<file path="config.mk">
export PLATFORM = sky130hd
export DESIGN_NAME = multiply_rotate_counter_prng16
export DESIGN_NICKNAME = d
export VERILOG_FILES = /design/src/design/mrc16_pkg.sv /design/src/design/mrc16_step.sv /design/src/design/multiply_rotate_counter_prng16.sv
export SDC_FILE = /design/constraint.sdc
export NUM_CORES = 1
export LEC_CHECK = 0
export BUFFER_PORTS_ARGS = -buffer_cell sky130_fd_sc_hd__buf_2
export CAP_MARGIN = 40
export CORE_MARGIN = 2
export CORE_UTILIZATION = 29
export CTS_CLUSTER_DIAMETER = 40
export CTS_CLUSTER_SIZE = 24
export DETAILED_ROUTE_END_ITERATION = 7
export PLACE_DENSITY = 0.5
export SETUP_SLACK_MARGIN = 0.02
export SYNTH_ARGS = -nofsm -noshare
export SYNTH_HDL_FRONTEND = slang
export SYNTH_HIERARCHICAL = 1
export SYNTH_SLANG_ARGS = --single-unit
export TNS_END_PERCENT = 10
</file>
<file path="constraint.sdc">
create_clock -name i_clk -period 6.36 [get_ports i_clk]
set_input_delay 0.318 -clock i_clk [delete_from_list [all_inputs] [get_ports i_clk]]
set_output_delay 0.318 -clock i_clk [all_outputs]
set_load 0.05 [all_outputs]
</file>
<file path="src/design/mrc16_pkg.sv">
// Shared types and constants for the multiply-rotate-counter 16-bit generator.
// No dependencies; imported by the step unit and the top level.
package mrc16_pkg;

    localparam int unsigned WORD_W     = 16;
    localparam int unsigned SEED_W     = 3 * WORD_W;
    localparam int unsigned RAND_W     = 2 * WORD_W;
    localparam int unsigned ROT_AMOUNT = 10;
    localparam logic [WORD_W-1:0] MUL_CONST = 16'hA965;

    // Input beat modes
    localparam logic MODE_SEED = 1'b0;
    localparam logic MODE_NEXT = 1'b1;

    // Generator state passed between the sequencer and the step unit
    typedef struct packed {
        logic [WORD_W-1:0] mix;
        logic [WORD_W-1:0] rot;
        logic [WORD_W-1:0] ctr;
    } t_gen_state;

endpackage

</file>
<file path="src/design/mrc16_step.sv">
// One generator step: constant multiply, rotate, Weyl increment and output sum.
// Depends on mrc16_pkg for the state struct and the constants.
module mrc16_step
    import mrc16_pkg::*;
(
    input  t_gen_state        i_cur,
    output t_gen_state        o_nxt,
    output logic [WORD_W-1:0] o_word
);

    logic [2*WORD_W-1:0] full_prod;
    logic [WORD_W-1:0]   prod;
    logic [WORD_W-1:0]   rot_l;

    // Multiply the mixing word, keep the low half
    assign full_prod = {{WORD_W{1'b0}}, i_cur.mix} * {{WORD_W{1'b0}}, MUL_CONST};
    assign prod      = full_prod[WORD_W-1:0];

    // Rotate the rotating word left
    assign rot_l = (i_cur.rot << ROT_AMOUNT) | (i_cur.rot >> (WORD_W - ROT_AMOUNT));

    // Advance the three state words and form the step output
    assign o_nxt.mix = i_cur.rot + i_cur.ctr;
    assign o_nxt.ctr = i_cur.ctr + {{(WORD_W-1){1'b0}}, 1'b1};
    assign o_nxt.rot = rot_l ^ prod;
    assign o_word    = prod + o_nxt.mix;

endmodule

</file>
<file path="src/design/multiply_rotate_counter_prng16.sv">
// A seed beat (mode 0) loads the three 16-bit state words and runs WARMUP_STEPS
// generator steps with no result. A next beat (mode 1) runs two steps and returns
// one 32-bit word, first step in the low half. A single step unit with one 16x16
// constant multiply is reused for every step under a small sequencer, so no new
// beat enters until the steps of the last one are done. The result sits in an
// output register, so a new beat is taken while a finished word still waits; only
// the final step of a next beat waits for that register to be free.
// Depends on mrc16_pkg and mrc16_step.
module multiply_rotate_counter_prng16
    import mrc16_pkg::*;
#(
    parameter int unsigned WARMUP_STEPS = 16
) (
    input  logic              i_clk,
    input  logic              i_rst_n,
    input  logic              i_valid,
    output logic              o_stall,
    input  logic              i_mode,
    input  logic [SEED_W-1:0] i_seed_value,
    output logic              o_valid,
    input  logic              i_stall,
    output logic [RAND_W-1:0] o_random_word
);

    localparam int unsigned MAX_STEPS = (WARMUP_STEPS > 2) ? WARMUP_STEPS : 2;
    localparam int unsigned CNT_W     = $clog2(MAX_STEPS + 1);

    typedef enum logic {
        S_IDLE,
        S_RUN
    } t_seq_state;

    t_seq_state        r_state;
    t_gen_state        r_gen;
    logic [CNT_W-1:0]  r_left;
    logic              r_is_next;
    logic [WORD_W-1:0] r_lo;
    logic              r_out_valid;
    logic [RAND_W-1:0] r_out_word;

    t_gen_state        n_gen;
    logic [WORD_W-1:0] step_word;
    logic              in_beat;
    logic              out_free;
    logic              last_step;
    logic              step_en;
    logic              out_load;

    mrc16_step u_step (
        .i_cur  (r_gen),
        .o_nxt  (n_gen),
        .o_word (step_word)
    );

    assign o_stall       = (r_state != S_IDLE);
    assign o_valid       = r_out_valid;
    assign o_random_word = r_out_word;

    assign in_beat   = i_valid && !o_stall;
    assign out_free  = !r_out_valid || !i_stall;
    assign last_step = (r_left == CNT_W'(1));
    // Hold the final step of a next beat until the output register frees up
    assign step_en   = (r_state == S_RUN) && (!r_is_next || !last_step || out_free);
    assign out_load  = step_en && last_step && r_is_next;

    // Sequencer, generator state and output register
    always_ff @(posedge i_clk) begin
        if (!i_rst_n) begin
            r_state     <= S_IDLE;
            r_gen       <= '0;
            r_left      <= '0;
            r_is_next   <= 1'b0;
            r_out_valid <= 1'b0;
        end else begin
            // Load a finished word, or drop the output beat once taken
            if (out_load) begin
                r_out_valid <= 1'b1;
            end else if (r_out_valid && !i_stall) begin
                r_out_valid <= 1'b0;
            end
            unique case (r_state)
                S_IDLE: begin
                    if (in_beat) begin
                        r_is_next <= (i_mode == MODE_NEXT);
                        if (i_mode == MODE_NEXT) begin
                            r_left  <= CNT_W'(2);
                            r_state <= S_RUN;
                        end else begin
                            r_gen.mix <= i_seed_value[WORD_W-1:0];
                            r_gen.rot <= i_seed_value[2*WORD_W-1:WORD_W];
                            r_gen.ctr <= i_seed_value[3*WORD_W-1:2*WORD_W];
                            r_left    <= CNT_W'(WARMUP_STEPS);
                            if (WARMUP_STEPS != 0) begin
                                r_state <= S_RUN;
                            end
                        end
                    end
                end
                S_RUN: begin
                    if (step_en) begin
                        r_gen  <= n_gen;
                        r_left <= r_left - CNT_W'(1);
                        if (r_is_next && !last_step) begin
                            r_lo <= step_word;
                        end
                        if (last_step) begin
                            r_state <= S_IDLE;
                            if (r_is_next) begin
                                r_out_word <= {step_word, r_lo};
                            end
                        end
                    end
                end
                default: r_state <= S_IDLE;
            endcase
        end
    end

`ifndef SYNTHESIS
    // A next beat always occupies the step unit in the following cycle
    a_next_busy: assert property (@(posedge i_clk) disable iff (!i_rst_n)
        (in_beat && i_mode) |=> o_stall)
        else $error("next beat accepted but sequencer not running");

    // A new result only appears at the end of a next beat
    a_out_source: assert property (@(posedge i_clk) disable iff (!i_rst_n)
        $rose(o_valid) |-> ($past(r_is_next) && $past(r_state == S_RUN)))
        else $error("output raised outside a next beat");

    // The step counter is nonzero while running
    a_left_nonzero: assert property (@(posedge i_clk) disable iff (!i_rst_n)
        (r_state == S_RUN) |-> (r_left != '0))
        else $error("running with no steps left");

    // A finished word is not overwritten while it waits
    a_out_hold: assert property (@(posedge i_clk) disable iff (!i_rst_n)
        (o_valid && i_stall) |=> (o_valid && $stable(o_random_word)))
        else $error("waiting result overwritten");
`endif

endmodule
</file>
==> flow_summary.json <==
{
  "run_status": "complete, no violations",
  "areaGrowthSynthToFinish_pct": 14.59,
  "syn_area_sq_um": 7487,
  "slew_headroom_pct": 48.61,
  "worstSkewPairLatency_ps": 360,
  "finalClockSkew_ps": 14.32,
  "critPathKind": "reg2reg",
  "yosys.area.top_type": "edfxtp_1",
  "swShare_pct": 45.17,
  "stdcell_count": 1107,
  "drt-total-wl_um": 19580,
  "cts_buffers": 9,
  "cts_tree": "built",
  "combPwrFrac_pct": 62.8,
  "drive_above_1_share_pct": 21.11,
  "cts_root_buffer": "clkbuf_16",
  "syn_avg_cell_area_sq_um": 10.85,
  "port_buffers": 86,
  "die_area_sq_um": 27120,
  "cts_post_setup_buffers_inserted": 0,
  "hold_path.class": "in2reg",
  "cellPowerDensity_nw_per_um2": 502.1,
  "seq_area_frac_synth_pct": 34.22,
  "worst-slew-pin-transition_ps": 765.0,
  "antenna_found_initial": 0,
  "regArea_sq_um": 2562,
  "cp_common_cell": "ha_1",
  "arrival_ps": 5970,
  "cts_hold_buf": 0,
  "placedCellCount": 1091,
  "synth_top_area_share_pct": 19.25,
  "final_nets": 943,
  "yosysMostFrequentCell": "ha_1",
  "htreeDepth": 3,
  "slew_viol_final": 0,
  "multiInputGateArea_sq_um": 4537,
  "cp.buffers_inverters": 4,
  "synthCells": 690,
  "grt_use_total_pct": 15.04,
  "cp.required_ps": 6450,
  "endpoint_kind": "register",
  "cts.sinks": 104,
  "crit_family": "adder cells",
  "tns_ps": 0,
  "cts_buffer_depth": 2,
  "min-delay-start": "i_stall",
  "max_stage_delay_ps": 550,
  "rsz0062_at_grt": "false",
  "path_cells": "ha_1, inv_1, fa_1, inv_1, ha_1, ha_1, fa_1, inv_1, fa_1, inv_1, ha_1, a21o_1, a31oi_1, nand2_1, xor2_1, ha_1, a21oi_1, o31ai_1, a21o_1, a21oi_1, xor3_1",
  "synth_edf_count": 48,
  "synth_nets": 861,
  "drtAntennaViolNets": 0,
  "drt_iter0_markers": 305,
  "dpl_cell_area_sq_um": 8293,
  "startpoint": "r_gen[38]",
  "crit_path_start_kind": "register",
  "antenna_cells": 0,
  "synth_common_cells": "90 x ha_1, 72 x inv_1, 56 x dfxtp_1, 56 x o21a_1, 48 x edfxtp_1",
  "io-pin-count": 87,
  "grt_pass1_wl_um": 30540,
  "grt_pass1_vias": 5383,
  "max-cap-violations": 0,
  "ys.flop_type": "dfxtp_1",
  "core_area_sq_um": 25250,
  "pwr-share-clk_pct": 12.9,
  "ys_ff_latch": 104,
  "drt_pre_antenna_iters": 4,
  "initial_core_util_pct": 29.65,
  "ys_types": 58,
  "power.switching_mw": 1.946,
  "crit_path_max_fanout": 6,
  "yosys-top-cells-area": "edfxtp_1 19%, ha_1 15%, dfxtp_1 15%, fa_1 7.5%, o21a_1 5.6%",
  "finalCriticalPeriod_ps": 5875,
  "die_w_um": 164.7,
  "wire_per_inst_um": 17.69,
  "async_flop_share_pct": 0,
  "rows": 58,
  "finalCritPeriodShare_pct": 92.37,
  "grt_max_degree": 59,
  "setup_viol": 0,
  "hpwl_um": 15240,
  "synth_warnings": 6,
  "die_y_um": 164.7,
  "finalHoldViolCount": 0,
  "place_congestion": 0.8707,
  "crit_slowest_cell": "fa_1",
  "path_clk_slew_ps": 80,
  "vias_per_cell": 4.815,
  "internal_power_mw": 2.362,
  "leakagePower_nw": 3.829,
  "max_clock_freq_mhz": 170.2,
  "gr-total-overflow": 0,
  "vias": 5330,
  "cts_resized": 0,
  "drc_errors": 0,
  "ir_worst_vdd_mv": 0.2074,
  "p_seq_share_pct": 24.2,
  "r2r_start": "r_gen[38]",
  "final_area_sq_um": 8579,
  "n_fill_cell": 2624
}
==> routing by layer <==
layer | track usage (%) | vias to the layer above | share of wire (%)
li1 | - | 2672 | -
met1 | 21.87 | 2513 | 50
met2 | 23.22 | 131 | 44
met3 | 2.486 | 14 | 4.6
met4 | 3.636 | 0 | 1.4
met5 | 0 | - | 0
==> kinds of logic (layout without fill, tap and decap cells) <==
group	Yosys count	after routing	share of synthesized area, %
adders and majority gates	118	118	22.53
DFF	104	104	34.22
buffers and inverters	95	182	5.180
AOI/OAI and AO/OA	197	197	21.83
and+or+nand+nor	96	96	6.584
xor gates and xnor gates	80	80	9.659
==> cell usage in the layout (no fill, tap or decap), types with 12 or more instances in the layout <==
| master | n |
|---|---|
| a21o_1 | 14 |
| a21oi_1 | 27 |
| buf_2 | 86 |
| dfxtp_1 | 56 |
| edfxtp_1 | 48 |
| fa_1 | 28 |
| ha_1 | 90 |
| inv_1 | 72 |
| nand2_1 | 25 |
| nor2_1 | 24 |
| o21a_1 | 56 |
| o21ai_0 | 12 |
| o221a_1 | 12 |
| o221a_2 | 37 |
| xnor2_1 | 47 |
| xor2_1 | 31 |
==> sequential cells by signal (all words and copies together) (netlist names) <==
signal	flops
o_valid	1
o_random_word	32
r_left	5
r_is_next	1
r_lo	16
o_stall	1
r_gen	48
==> final timing paths <==
kind,endpoint,cells after the start,slack [ps]
worst min register to register,o_random_word[14],0,420
worst max register to register,r_lo[15],21,490
worst min-delay path,o_valid,2,230
worst max-delay path,r_lo[15],21,490
==> worst reg2reg max path, stage by stage (launching register included) <==
cell	delay, ps
dfxtp_1	400
ha_1	310
inv_1	50
fa_1	490
inv_1	40
ha_1	280
ha_1	320
fa_1	550
inv_1	60
fa_1	530
inv_1	40
ha_1	360
a21o_1	200
a31oi_1	190
nand2_1	130
xor2_1	290
ha_1	340
a21oi_1	150
o31ai_1	110
a21o_1	190
a21oi_1	190
xor3_1	360
==> final cells by class <==
cell class,count,share of cell area [%]
Multi-Input combinational cell,491,52.88
Sequential cell,104,29.87
Timing Repair Buffer,94,5.950
Tap cell,330,4.813
Inverter,72,3.150
Clock buffer,10,2.669
Clock inverter,6,0.6708
==> through the flow <==
stage / hold WS, ps / total power [mW] / setup WS (ps) / util, %
floorplan: 400.3 / 3.027 / 921.2 / -
global placement: 403.6 / 3.768 / 613.2 / 32.73
detailed placement: 404.5 / 3.757 / 550.2 / 32.84
CTS: 207.3 / 4.354 / 488.5 / 33.97
global route: 217.3 / 4.726 / 177.9 / 33.97
finish: 227.3 / 4.308 / 485.4 / 33.97
==> power groups by stage <==
| stage | logic (mW) | clock network (mW) | registers, mW |
|---|---|---|---|
| 3_5_place_dp | 2.69 | 0 | 1.06 |
| 3_3_place_gp | 2.71 | 0 | 1.06 |
| 2_1_floorplan | 1.99 | 0 | 1.03 |
| 5_1_grt | 3.06 | 0.607 | 1.06 |
| 4_1_cts | 2.73 | 0.581 | 1.05 |
| 6_report | 2.71 | 0.558 | 1.04 |
No activity file was read; power rests on OpenSTA's default activity.
